<file path="src/hdl/sha256mh_pkg.sv">
`timescale 1ns / 1ps
// ----------------------------------------------------------------------------
// sha256mh_pkg
// Shared types, constants and tables of the SHA-256 message hasher.
// ----------------------------------------------------------------------------
package sha256mh_pkg;

  localparam logic [5:0] BLOCK_LAST = 6'd63;
  localparam logic [5:0] LEN_POS    = 6'd56;
  localparam logic [7:0] PAD_BYTE   = 8'h80;
  localparam logic [2:0] WORD_LAST  = 3'd7;
  localparam logic [5:0] ROUND_LAST = 6'd63;

  typedef logic [7:0][31:0] hash_words_t;

  typedef enum logic [2:0] {
    S_IDLE,
    S_PAD,
    S_LEN,
    S_COMP,
    S_OUT
  } top_state_t;

  typedef enum logic [1:0] {
    C_IDLE,
    C_ROUND,
    C_ADD
  } core_state_t;

  typedef struct packed {
    logic        push;
    logic [31:0] word;
    logic        start;
    logic        init;
  } core_ctrl_t;

  function automatic logic [31:0] sha_iv(input logic [2:0] idx);
    logic [31:0] v;
    unique case (idx)
      3'd0: v = 32'h6A09E667;
      3'd1: v = 32'hBB67AE85;
      3'd2: v = 32'h3C6EF372;
      3'd3: v = 32'hA54FF53A;
      3'd4: v = 32'h510E527F;
      3'd5: v = 32'h9B05688C;
      3'd6: v = 32'h1F83D9AB;
      default: v = 32'h5BE0CD19;
    endcase
    return v;
  endfunction

  function automatic logic [31:0] sha_k(input logic [5:0] idx);
    logic [31:0] v;
    unique case (idx)
      6'd0:  v = 32'h428A2F98;  6'd1:  v = 32'h71374491;
      6'd2:  v = 32'hB5C0FBCF;  6'd3:  v = 32'hE9B5DBA5;
      6'd4:  v = 32'h3956C25B;  6'd5:  v = 32'h59F111F1;
      6'd6:  v = 32'h923F82A4;  6'd7:  v = 32'hAB1C5ED5;
      6'd8:  v = 32'hD807AA98;  6'd9:  v = 32'h12835B01;
      6'd10: v = 32'h243185BE;  6'd11: v = 32'h550C7DC3;
      6'd12: v = 32'h72BE5D74;  6'd13: v = 32'h80DEB1FE;
      6'd14: v = 32'h9BDC06A7;  6'd15: v = 32'hC19BF174;
      6'd16: v = 32'hE49B69C1;  6'd17: v = 32'hEFBE4786;
      6'd18: v = 32'h0FC19DC6;  6'd19: v = 32'h240CA1CC;
      6'd20: v = 32'h2DE92C6F;  6'd21: v = 32'h4A7484AA;
      6'd22: v = 32'h5CB0A9DC;  6'd23: v = 32'h76F988DA;
      6'd24: v = 32'h983E5152;  6'd25: v = 32'hA831C66D;
      6'd26: v = 32'hB00327C8;  6'd27: v = 32'hBF597FC7;
      6'd28: v = 32'hC6E00BF3;  6'd29: v = 32'hD5A79147;
      6'd30: v = 32'h06CA6351;  6'd31: v = 32'h14292967;
      6'd32: v = 32'h27B70A85;  6'd33: v = 32'h2E1B2138;
      6'd34: v = 32'h4D2C6DFC;  6'd35: v = 32'h53380D13;
      6'd36: v = 32'h650A7354;  6'd37: v = 32'h766A0ABB;
      6'd38: v = 32'h81C2C92E;  6'd39: v = 32'h92722C85;
      6'd40: v = 32'hA2BFE8A1;  6'd41: v = 32'hA81A664B;
      6'd42: v = 32'hC24B8B70;  6'd43: v = 32'hC76C51A3;
      6'd44: v = 32'hD192E819;  6'd45: v = 32'hD6990624;
      6'd46: v = 32'hF40E3585;  6'd47: v = 32'h106AA070;
      6'd48: v = 32'h19A4C116;  6'd49: v = 32'h1E376C08;
      6'd50: v = 32'h2748774C;  6'd51: v = 32'h34B0BCB5;
      6'd52: v = 32'h391C0CB3;  6'd53: v = 32'h4ED8AA4A;
      6'd54: v = 32'h5B9CCA4F;  6'd55: v = 32'h682E6FF3;
      6'd56: v = 32'h748F82EE;  6'd57: v = 32'h78A5636F;
      6'd58: v = 32'h84C87814;  6'd59: v = 32'h8CC70208;
      6'd60: v = 32'h90BEFFFA;  6'd61: v = 32'hA4506CEB;
      6'd62: v = 32'hBEF9A3F7;
      default: v = 32'hC67178F2;
    endcase
    return v;
  endfunction

endpackage

</file>
<file path="src/hdl/sha256mh_core.sv">
`timescale 1ns / 1ps
// ----------------------------------------------------------------------------
// sha256mh_core
// Iterative SHA-256 compression: 16-word schedule window, one round per
// cycle, feed-forward into the chaining value.
// ----------------------------------------------------------------------------
module sha256mh_core
  import sha256mh_pkg::*;
(
  input  logic        clk,
  input  logic        rst_n,
  input  core_ctrl_t  ctrl_i,
  output logic        busy_o,
  output hash_words_t chain_o
);

  function automatic logic [31:0] rotr(input logic [31:0] x, input int n);
    return (x >> n) | (x << (32 - n));
  endfunction

  core_state_t state_r, state_nxt;
  logic [5:0]  rnd_r, rnd_nxt;
  logic [31:0] w_r [16];
  hash_words_t v_r;
  hash_words_t chain_r;

  logic [31:0] w_new, big0, big1, chs, maj, t1, t2, s0, s1;

  always_comb begin
    s0    = rotr(w_r[1], 7) ^ rotr(w_r[1], 18) ^ (w_r[1] >> 3);
    s1    = rotr(w_r[14], 17) ^ rotr(w_r[14], 19) ^ (w_r[14] >> 10);
    w_new = w_r[0] + s0 + w_r[9] + s1;
    big1  = rotr(v_r[4], 6) ^ rotr(v_r[4], 11) ^ rotr(v_r[4], 25);
    chs   = (v_r[4] & v_r[5]) ^ (~v_r[4] & v_r[6]);
    t1    = v_r[7] + big1 + chs + sha_k(rnd_r) + w_r[0];
    big0  = rotr(v_r[0], 2) ^ rotr(v_r[0], 13) ^ rotr(v_r[0], 22);
    maj   = (v_r[0] & v_r[1]) ^ (v_r[0] & v_r[2]) ^ (v_r[1] & v_r[2]);
    t2    = big0 + maj;
  end

  always_comb begin
    state_nxt = state_r;
    rnd_nxt   = rnd_r;
    unique case (state_r)
      C_IDLE: begin
        if (ctrl_i.start) begin
          state_nxt = C_ROUND;
          rnd_nxt   = '0;
        end
      end
      C_ROUND: begin
        rnd_nxt = rnd_r + 6'd1;
        if (rnd_r == ROUND_LAST) begin
          state_nxt = C_ADD;
        end
      end
      C_ADD:   state_nxt = C_IDLE;
      default: state_nxt = C_IDLE;
    endcase
  end

  always_ff @(posedge clk) begin
    if (!rst_n) begin
      state_r <= C_IDLE;
      rnd_r   <= '0;
    end else begin
      state_r <= state_nxt;
      rnd_r   <= rnd_nxt;
    end
  end

  // schedule window: load words from the byte path, then expand in place
  always_ff @(posedge clk) begin
    if (ctrl_i.push || state_r == C_ROUND) begin
      for (int i = 0; i < 15; i++) begin
        w_r[i] <= w_r[i + 1];
      end
      w_r[15] <= ctrl_i.push ? ctrl_i.word : w_new;
    end
  end

  always_ff @(posedge clk) begin
    if (ctrl_i.start) begin
      v_r <= chain_r;
    end else if (state_r == C_ROUND) begin
      v_r[7] <= v_r[6];
      v_r[6] <= v_r[5];
      v_r[5] <= v_r[4];
      v_r[4] <= v_r[3] + t1;
      v_r[3] <= v_r[2];
      v_r[2] <= v_r[1];
      v_r[1] <= v_r[0];
      v_r[0] <= t1 + t2;
    end
  end

  always_ff @(posedge clk) begin
    if (!rst_n || ctrl_i.init) begin
      for (int i = 0; i < 8; i++) begin
        chain_r[i] <= sha_iv(3'(i));
      end
    end else if (state_r == C_ADD) begin
      for (int i = 0; i < 8; i++) begin
        chain_r[i] <= chain_r[i] + v_r[i];
      end
    end
  end

  assign busy_o  = (state_r != C_IDLE);
  assign chain_o = chain_r;

endmodule

</file>
<file path="src/hdl/sha256_message_hasher.sv">
`timescale 1ns / 1ps
// ----------------------------------------------------------------------------
// sha256_message_hasher
// SHA-256 over a byte stream: byte packing, padding and length sequencer
// around an iterative compression core; emits eight digest words.
// ----------------------------------------------------------------------------
//  channel | tdata                                | tuser      | tlast
//  in_     | [7:0] data_byte                      | byte_valid | end_of_message
//  out_    | [31:0] digest_word, [34:32] word_idx | -          | last_word
//
//  Every 64th byte starts a compression (64 rounds in the shared round unit,
//  then a feed-forward step and a step to hand control back) during which
//  in_tready is low.
//  End of message feeds pad and length bytes at one per cycle through the same
//  path, paused while a compression runs (one or two compressions), then
//  presents eight words, one per accepted output transfer; the input is held
//  off until the last word is taken.
//  Reset (synchronous, rst_n low) restores the initial hash value and clears
//  the counters.
// ----------------------------------------------------------------------------
module sha256_message_hasher
  import sha256mh_pkg::*;
(
  input  logic        clk,
  input  logic        rst_n,
  input  logic        in_tvalid,
  output logic        in_tready,
  input  logic [7:0]  in_tdata,   // [7:0] data_byte
  input  logic        in_tuser,   // [0] byte_valid
  input  logic        in_tlast,
  output logic        out_tvalid,
  input  logic        out_tready,
  output logic [39:0] out_tdata,  // [31:0] digest_word, [34:32] word_index
  output logic        out_tlast
);

  top_state_t  state_r, state_nxt, ret_r, ret_nxt;
  logic [5:0]  fill_r, fill_nxt;
  logic [23:0] acc_r, acc_nxt;
  logic [63:0] bits_r, bits_nxt;
  logic [2:0]  idx_r, idx_nxt;
  logic        first_r, first_nxt;
  logic        push;
  logic [7:0]  pbyte;
  logic        core_busy;
  logic        core_init;
  core_ctrl_t  core_ctrl;
  hash_words_t chain;

  always_comb begin
    state_nxt  = state_r;
    ret_nxt    = ret_r;
    bits_nxt   = bits_r;
    idx_nxt    = idx_r;
    first_nxt  = first_r;
    push       = 1'b0;
    pbyte      = '0;
    in_tready  = 1'b0;
    out_tvalid = 1'b0;
    core_init  = 1'b0;
    unique case (state_r)
      S_IDLE: begin
        in_tready = 1'b1;
        if (in_tvalid) begin
          first_nxt = in_tlast;
          if (in_tuser) begin
            push     = 1'b1;
            pbyte    = in_tdata;
            bits_nxt = bits_r + 64'd8;
          end
          if (in_tuser && fill_r == BLOCK_LAST) begin
            state_nxt = S_COMP;
            ret_nxt   = in_tlast ? S_PAD : S_IDLE;
          end else if (in_tlast) begin
            state_nxt = S_PAD;
          end
        end
      end
      S_PAD: begin
        push      = 1'b1;
        pbyte     = first_r ? PAD_BYTE : 8'h00;
        first_nxt = 1'b0;
        if (fill_r == BLOCK_LAST) begin
          state_nxt = S_COMP;
          ret_nxt   = S_PAD;
        end else if (fill_r + 6'd1 == LEN_POS) begin
          state_nxt = S_LEN;
          idx_nxt   = '0;
        end
      end
      S_LEN: begin
        push    = 1'b1;
        pbyte   = 8'(bits_r >> {~idx_r, 3'b000});
        idx_nxt = idx_r + 3'd1;
        if (idx_r == WORD_LAST) begin
          state_nxt = S_COMP;
          ret_nxt   = S_OUT;
        end
      end
      S_COMP: begin
        if (!core_busy) begin
          state_nxt = ret_r;
        end
      end
      S_OUT: begin
        out_tvalid = 1'b1;
        if (out_tready) begin
          idx_nxt = idx_r + 3'd1;
          if (idx_r == WORD_LAST) begin
            core_init = 1'b1;
            bits_nxt  = '0;
            state_nxt = S_IDLE;
          end
        end
      end
      default: state_nxt = S_IDLE;
    endcase
  end

  // byte path: pack big-endian words into the schedule window
  always_comb begin
    fill_nxt        = fill_r;
    acc_nxt         = acc_r;
    core_ctrl.init  = core_init;
    core_ctrl.push  = 1'b0;
    core_ctrl.start = 1'b0;
    core_ctrl.word  = {acc_r, pbyte};
    if (push) begin
      fill_nxt        = fill_r + 6'd1;
      acc_nxt         = {acc_r[15:0], pbyte};
      core_ctrl.push  = (fill_r[1:0] == 2'b11);
      core_ctrl.start = (fill_r == BLOCK_LAST);
    end
  end

  always_ff @(posedge clk) begin
    if (!rst_n) begin
      state_r <= S_IDLE;
      ret_r   <= S_IDLE;
      fill_r  <= '0;
      bits_r  <= '0;
      idx_r   <= '0;
      first_r <= 1'b0;
    end else begin
      state_r <= state_nxt;
      ret_r   <= ret_nxt;
      fill_r  <= fill_nxt;
      bits_r  <= bits_nxt;
      idx_r   <= idx_nxt;
      first_r <= first_nxt;
    end
  end

  always_ff @(posedge clk) begin
    acc_r <= acc_nxt;
  end

  sha256mh_core u_core (
    .clk     (clk),
    .rst_n   (rst_n),
    .ctrl_i  (core_ctrl),
    .busy_o  (core_busy),
    .chain_o (chain)
  );

  assign out_tdata = {5'b00000, idx_r, chain[idx_r]};
  assign out_tlast = (idx_r == WORD_LAST);

  a_out_blocks_in: assert property (@(posedge clk) disable iff (!rst_n)
    out_tvalid |-> !in_tready)
    else $error("input accepted while digest pending");

  a_busy_blocks_in: assert property (@(posedge clk) disable iff (!rst_n)
    core_busy |-> !in_tready && !out_tvalid)
    else $error("transfer while compression runs");

  a_fill_tracks_len: assert property (@(posedge clk) disable iff (!rst_n)
    state_r == S_IDLE |-> bits_r[8:3] == fill_r && bits_r[2:0] == 3'b000)
    else $error("fill count out of step with bit length");

  a_chain_reinit: assert property (@(posedge clk) disable iff (!rst_n)
    out_tvalid && out_tready && out_tlast |=> chain[0] == sha_iv(3'd0) && fill_r == '0)
    else $error("chaining value not restored after digest");

endmodule
</file>
<file path="config.mk">
export PLATFORM = sky130hd
export DESIGN_NAME = sha256_message_hasher
export DESIGN_NICKNAME = d
export VERILOG_FILES = /design/src/hdl/sha256mh_pkg.sv /design/src/hdl/sha256mh_core.sv /design/src/hdl/sha256_message_hasher.sv
export SDC_FILE = /design/constraint.sdc
export NUM_CORES = 2
export LEC_CHECK = 0
export BUFFER_PORTS_ARGS = -buffer_cell sky130_fd_sc_hd__buf_2
export CORE_MARGIN = 2
export CORE_UTILIZATION = 44
export DETAILED_ROUTE_END_ITERATION = 8
export PLACE_DENSITY_LB_ADDON = 0.05
export SYNTH_ARGS = -nofsm -noshare
export SYNTH_HDL_FRONTEND = slang
export SYNTH_SLANG_ARGS = --single-unit
</file>
<file path="constraint.sdc">
create_clock -name clk -period 46.8 [get_ports clk]
set_clock_uncertainty 0.2 [all_clocks]
set_input_delay 7.02 -clock clk [delete_from_list [all_inputs] [get_ports clk]]
set_output_delay 7.02 -clock clk [all_outputs]
set_load 0.02 [all_outputs]
</file>
Word-level counts from Yosys, hierarchy flattened
Memories as Yosys holds them, arrays and structs flattened. A register that Yosys moved wholly into a read port is not among the register bits.
Cells that the tools add are included.
{"block": "totals", "register_bits": 624, "ram_bits": 512, "romBits": 2048, "input_bits": 14, "output_inout_bits": 43, "memories": 2}
{"name": "(no name shown)", "words": 64, "word_bits": 32, "read_ports": 1, "rd_clocked_by_memory_dff": 1, "write_ports": 0, "line": "sha256mh_pkg.sv:54", "source": "unique case (idx)"}
{"name": "u_core.w_r", "words": 16, "word_bits": 32, "read_ports": 16, "rd_clocked_by_memory_dff": 0, "write_ports": 16, "line": "sha256mh_core.sv:23", "source": "logic [31:0] w_r [16];"}
{"block": "op_classes", "add_sub_neg": 22, "magnitude_cmp": 1, "n_eq_ne": 25, "shifts": 1, "muxes": 55, "n_bitwise": 28, "n_reduce_logical": 21}
{"operator": "32-bit adder", "count": 18}
{"operator": "256-bit 2-to-1 mux", "count": 2}
{"operator": "32-bit bitwise XOR", "count": 9}
{"operator": "64-bit 2-to-1 mux", "count": 4}
{"operator": "32-bit bitwise AND", "count": 5}
{"operator": "64-bit one-hot mux with 2 select lines", "count": 1}
{"operator": "32-bit binary-select mux with 3-bit select", "count": 1}
{"operator": "64-bit by 4-bit adder with 64-bit output, second input constant", "count": 1}
{"operator": "32-bit 2-to-1 mux", "count": 2}
{"operator": "64-bit by 6-bit >> shifter with 8-bit output", "count": 1}
{"operator": "3-bit 2-to-1 mux", "count": 16}
{"operator": "32-bit NOT", "count": 1}
{"operator": "10-bit by 32-bit bitwise OR with 32-bit output", "count": 1}
{"operator": "13-bit by 32-bit bitwise OR with 32-bit output", "count": 1}
{"operator": "14-bit by 32-bit bitwise OR with 32-bit output", "count": 1}
{"operator": "15-bit by 32-bit bitwise OR with 32-bit output", "count": 1}
{"operator": "19-bit by 32-bit bitwise OR with 32-bit output", "count": 1}
{"operator": "21-bit by 32-bit bitwise OR with 32-bit output", "count": 1}
{"operator": "25-bit by 32-bit bitwise OR with 32-bit output", "count": 1}
{"operator": "26-bit by 32-bit bitwise OR with 32-bit output", "count": 1}
{"operator": "30-bit by 32-bit bitwise OR with 32-bit output", "count": 1}
{"operator": "7-bit by 32-bit bitwise OR with 32-bit output", "count": 1}
{"operator": "32-bit by 22-bit bitwise XOR with 32-bit output", "count": 1}
{"operator": "32-bit by 29-bit bitwise XOR with 32-bit output", "count": 1}
{"operator": "other kinds (35)", "count": 80}

Longest topological paths before layout
{"block": "logic_depth", "depth_word": 10, "depth_mapped": 31, "ltp_nobuf": 30}

Hierarchy
A second synthesis with hierarchy kept.
{"block": "unflattened", "cells_unflattened": 6458, "area_unflattened_um2": 70192.3}
{"module": "sha256mh_core", "n_inst": 1, "cells_per_inst": 5794, "area_each_um2": 63123.0}
{"module": "sha256_message_hasher", "n_inst": 1, "cells_per_inst": 664, "area_each_um2": 7069.3}

Least setup slack after synthesis
OpenSTA, ideal clock, no wires.
{"block": "synth_path", "path_kind": "input to register", "start": "input in_tvalid", "end": "memory u_core.w_r[0][0], enable pin", "setup_time_ns": 0.901, "arrival_ns": 20.075, "required_ns": 45.699, "slack_ns": 25.625, "path_stages": 5, "n_path_buf": 1, "path_cell_list": "nand2_1 a21oi_1 nand2_1 clkbuf_1 nand2_1"}
{"item": "start, declared", "line": "sha256_message_hasher.sv:26", "source": "input logic in_tvalid,"}
{"item": "end, declared", "line": "sha256mh_core.sv:23"}

Final worst setup path
{"block": "layout_path", "start": "register idx_r[0]", "end": "output out_tdata[13]"}
{"block": "layout_between", "elab_chain_cells": 2}
{"item": "start, declared", "line": "sha256_message_hasher.sv:41", "source": "logic [2:0] idx_r, idx_nxt;"}
{"item": "start signal, assigned", "line": "sha256_message_hasher.sv:149", "source": "idx_r <= idx_nxt;"}
{"item": "32-bit binary-select mux with 3-bit select", "line": "sha256_message_hasher.sv:166", "source": "assign out_tdata = {5'b00000, idx_r, chain[idx_r]};"}
{"item": "32-bit 2-to-1 mux (implied by the code)", "line": "sha256_message_hasher.sv:166"}
{"item": "end, declared", "line": "sha256_message_hasher.sv:33", "source": "output logic [39:0] out_tdata,"}
No other way between the ends. The select of a mux whose other input is x is not followed.

==> impl_metrics.ini <==
[drt]
vias = 52161
drt_pass1_iterations = 7
drt_wl_total_um = 225000
drc = 0
viasPerCell = 5.77
routedWlPerCell_um = 24.9
ant_nets = 0
drt_iter0_markers = 5198

[critical_path]
critPathArrivalTime_ps = 4130
path_class = reg2out
crit_chain = buf_4, buf_4, mux4_2, mux2_2, buf_2
cp_num_buf_inv = 3
rr_worst_depth = 27
r2r_end = u_core.v_r[30]
cpPeakStageDelay_ps = 800
r2r_slack_ps = 37520
r2r_start = u_core.v_r[139]
critical-path-top-delay-family = buffers and inverters
cp.required_ps = 39580
start_kind = flip-flop
worst_setup_path_end_kind = output pin
slowest_stage = buf_4
cp_max_fo = 40
critPathMostFrequentCell = buf_4

[finish]
final_cell_mix = nand2_1, edfxtp_1, a21oi_1, xnor2_1, ha_1
syn2layout_area_growth_pct = 9.62
layout.nets = 7458
fin_cells = 9045
final_common_cell = nand2_1
drive_gt1_frac = 0.0729
antenna_cells = 0
design_area_mm2 = 0.0771

[place]
placed_area_mm2 = 0.0725
place_congestion = 0.918
io_buffers = 51
dpl.hpwl_um = 164000
dp_worst_setup_slack_ps = 35340
placed_cells = 8787

[cts]
cts_resized = 0
cts_hold_buf = 0
cts_root_buf = clkbuf_16
cts.path.max_buffers = 3
cts_tree = yes
cts_sinks = 1164
cts_setup_buffers = 0
clk-insertion-delay-late_ps = 800
htreeDepth = 4
path_clk_slew_ps = 60
cts_inserted_buffers = 139

[status]
status = finished clean

[timing]
fmax_mhz = 88.1
min_period_over_period = 0.243
finalSetupViolations = 0
maxSlewViolCount = 0
hold_viol = 0
tns_ps = 0
timing.final.ws_setup_ps = 35450
holdWs_ps = 172
rsz0062_at_grt = false
tightest_slew_ps = 1160
timing.final.crit_period_ps = 11350
relSlewSlack = 0.208

[floorplan]
initial_utilization = 0.444
coreArea_mm2 = 0.159
die_area_mm2 = 0.163
ios = 57
die_h_um = 404
die_w_um = 404
rows = 146

[grt]
track_usage = 0.272
antenna_found_initial = 7
first_global_vias = 47956
grt_first_pass_wirelength_um = 327000
grt_max_degree = 210
overflow = 0

[yosys]
syn_area_mm2 = 0.0703
synth_xor_area_frac = 0.0755
synth_simple_gate_area_frac = 0.127
synthMuxAreaShare = 0.0387
async_flop_share = 0
synth-compound-area-share = 0.149
synth_top_family_by_area = compound AO/OA/AOI/OAI gates
ys_seq_area_frac = 0.444
synth_ff_type = edfxtp_1
yosys_register_bits = 1164
synth_edf_count = 792
syn-instance-count = 6923
yosysUniqueCellTypes = 105
synth_fa_ha_area_frac = 0.129
syn_avg_cell_area_um2 = 10.2
ys_warn_count = 0

[hold_path]
holdPathEnd = u_core.w_r[0][92]
hp-class = reg2reg
hold-path-cell-count = 0
min_from = u_core.w_r[0][124]

[power]
ir_worst_vdd_v = 0.0000339
power_density_mw_per_mm2 = 32.5
leakagePower_nw = 29.7

[job]
timing.max_cap.violations = 0
cell usage after synthesis, types with 35 or more instances:
library cell / count / area, um^2
a211oi_1: 75 / 563
a21o_1: 160 / 1200
a21oi_1: 532 / 2660
a31oi_1: 52 / 325
and3_1: 47 / 294
clkbuf_1: 288 / 1080
dfxtp_1: 372 / 7450
edfxtp_1: 792 / 23800
fa_1: 195 / 3900
ha_1: 393 / 4920
inv_1: 329 / 1230
mux2_2: 35 / 394
mux2i_1: 57 / 571
mux4_2: 78 / 1760
nand2_1: 1131 / 4250
nand2b_1: 64 / 400
nand3_1: 97 / 485
nand4_1: 47 / 294
nor2_1: 353 / 1330
nor2b_1: 48 / 300
nor3_1: 99 / 495
o211ai_1: 107 / 803
o21a_1: 62 / 465
o21ai_0: 360 / 1800
o21bai_1: 52 / 390
or3_1: 46 / 288
xnor2_1: 395 / 3460
xor2_1: 211 / 1850
state kept, by name, indices dropped and copies added, names as in the netlist, named ones only:
signal and flops:
u_core.rnd_r 6, u_core.v_r 256, idx_r 3, ret_r 2, u_core.state_r 2, first_r 1
u_core.chain_o 256, fill_r 6, u_core.w_r 512, bits_r 61, state_r 3, acc_r 24
through the flow:
stage / total power, W / utilization
final: 0.00250 / 0.486
after CTS: 0.00253 / 0.486
after floorplan: 0.00138 / -
after detailed placement: 0.00145 / 0.457
after global routing: 0.00260 / 0.486
after global placement: 0.00144 / 0.457
cell families (layout without fill, tap and decap cells):
logic type               Yosys count  in the layout
adder cells (fa/ha/maj)          612            612
AO/OA/AOI/OAI                   1661           1661
flip-flops                      1164           1164
buffers and inverters            672            718
AND/OR/NAND/NOR                 2037           2037
XOR/XNOR                         606            606
multiplexers                     170            170
other                              1              5
per-layer routing:
layer / global-route usage / wire, um
met5: 0 / 44
met1: 0.404 / 106000
met3: 0.0650 / 18700
met2: 0.396 / 95700
met4: 0.0673 / 5360
how the worst max path moves through the flow:
stage	startpoint	to	slack [ps]	cells past startpoint
final	idx_r[0]	out_tdata[13]	35450	5
after global routing	idx_r[0]	out_tdata[12]	35160	5
after CTS	idx_r[0]	out_tdata[13]	35300	5
after detailed placement	in_tvalid	flip-flop	35340	16
after global placement	in_tvalid	flip-flop	35320	14
after floorplan	in_tvalid	u_core.w_r[0][0]	25620	5
report_power, final:
group	internal, W	switching (W)
clock	0.000605	0.000472
sequential	0.00114	0.0000195
combinational	0.000107	0.000164
cell type report:
class | instances | area [um^2]
clock buffers | 203 | 3850
clock inverters | 55 | 712
fillers | 14824 | 81500
inverters | 334 | 1250
multi-input cells | 5091 | 36600
flip-flops and latches | 1164 | 31200
well taps | 2072 | 2590
repair buffers | 126 | 843
(Power assumes the default switching activity.)
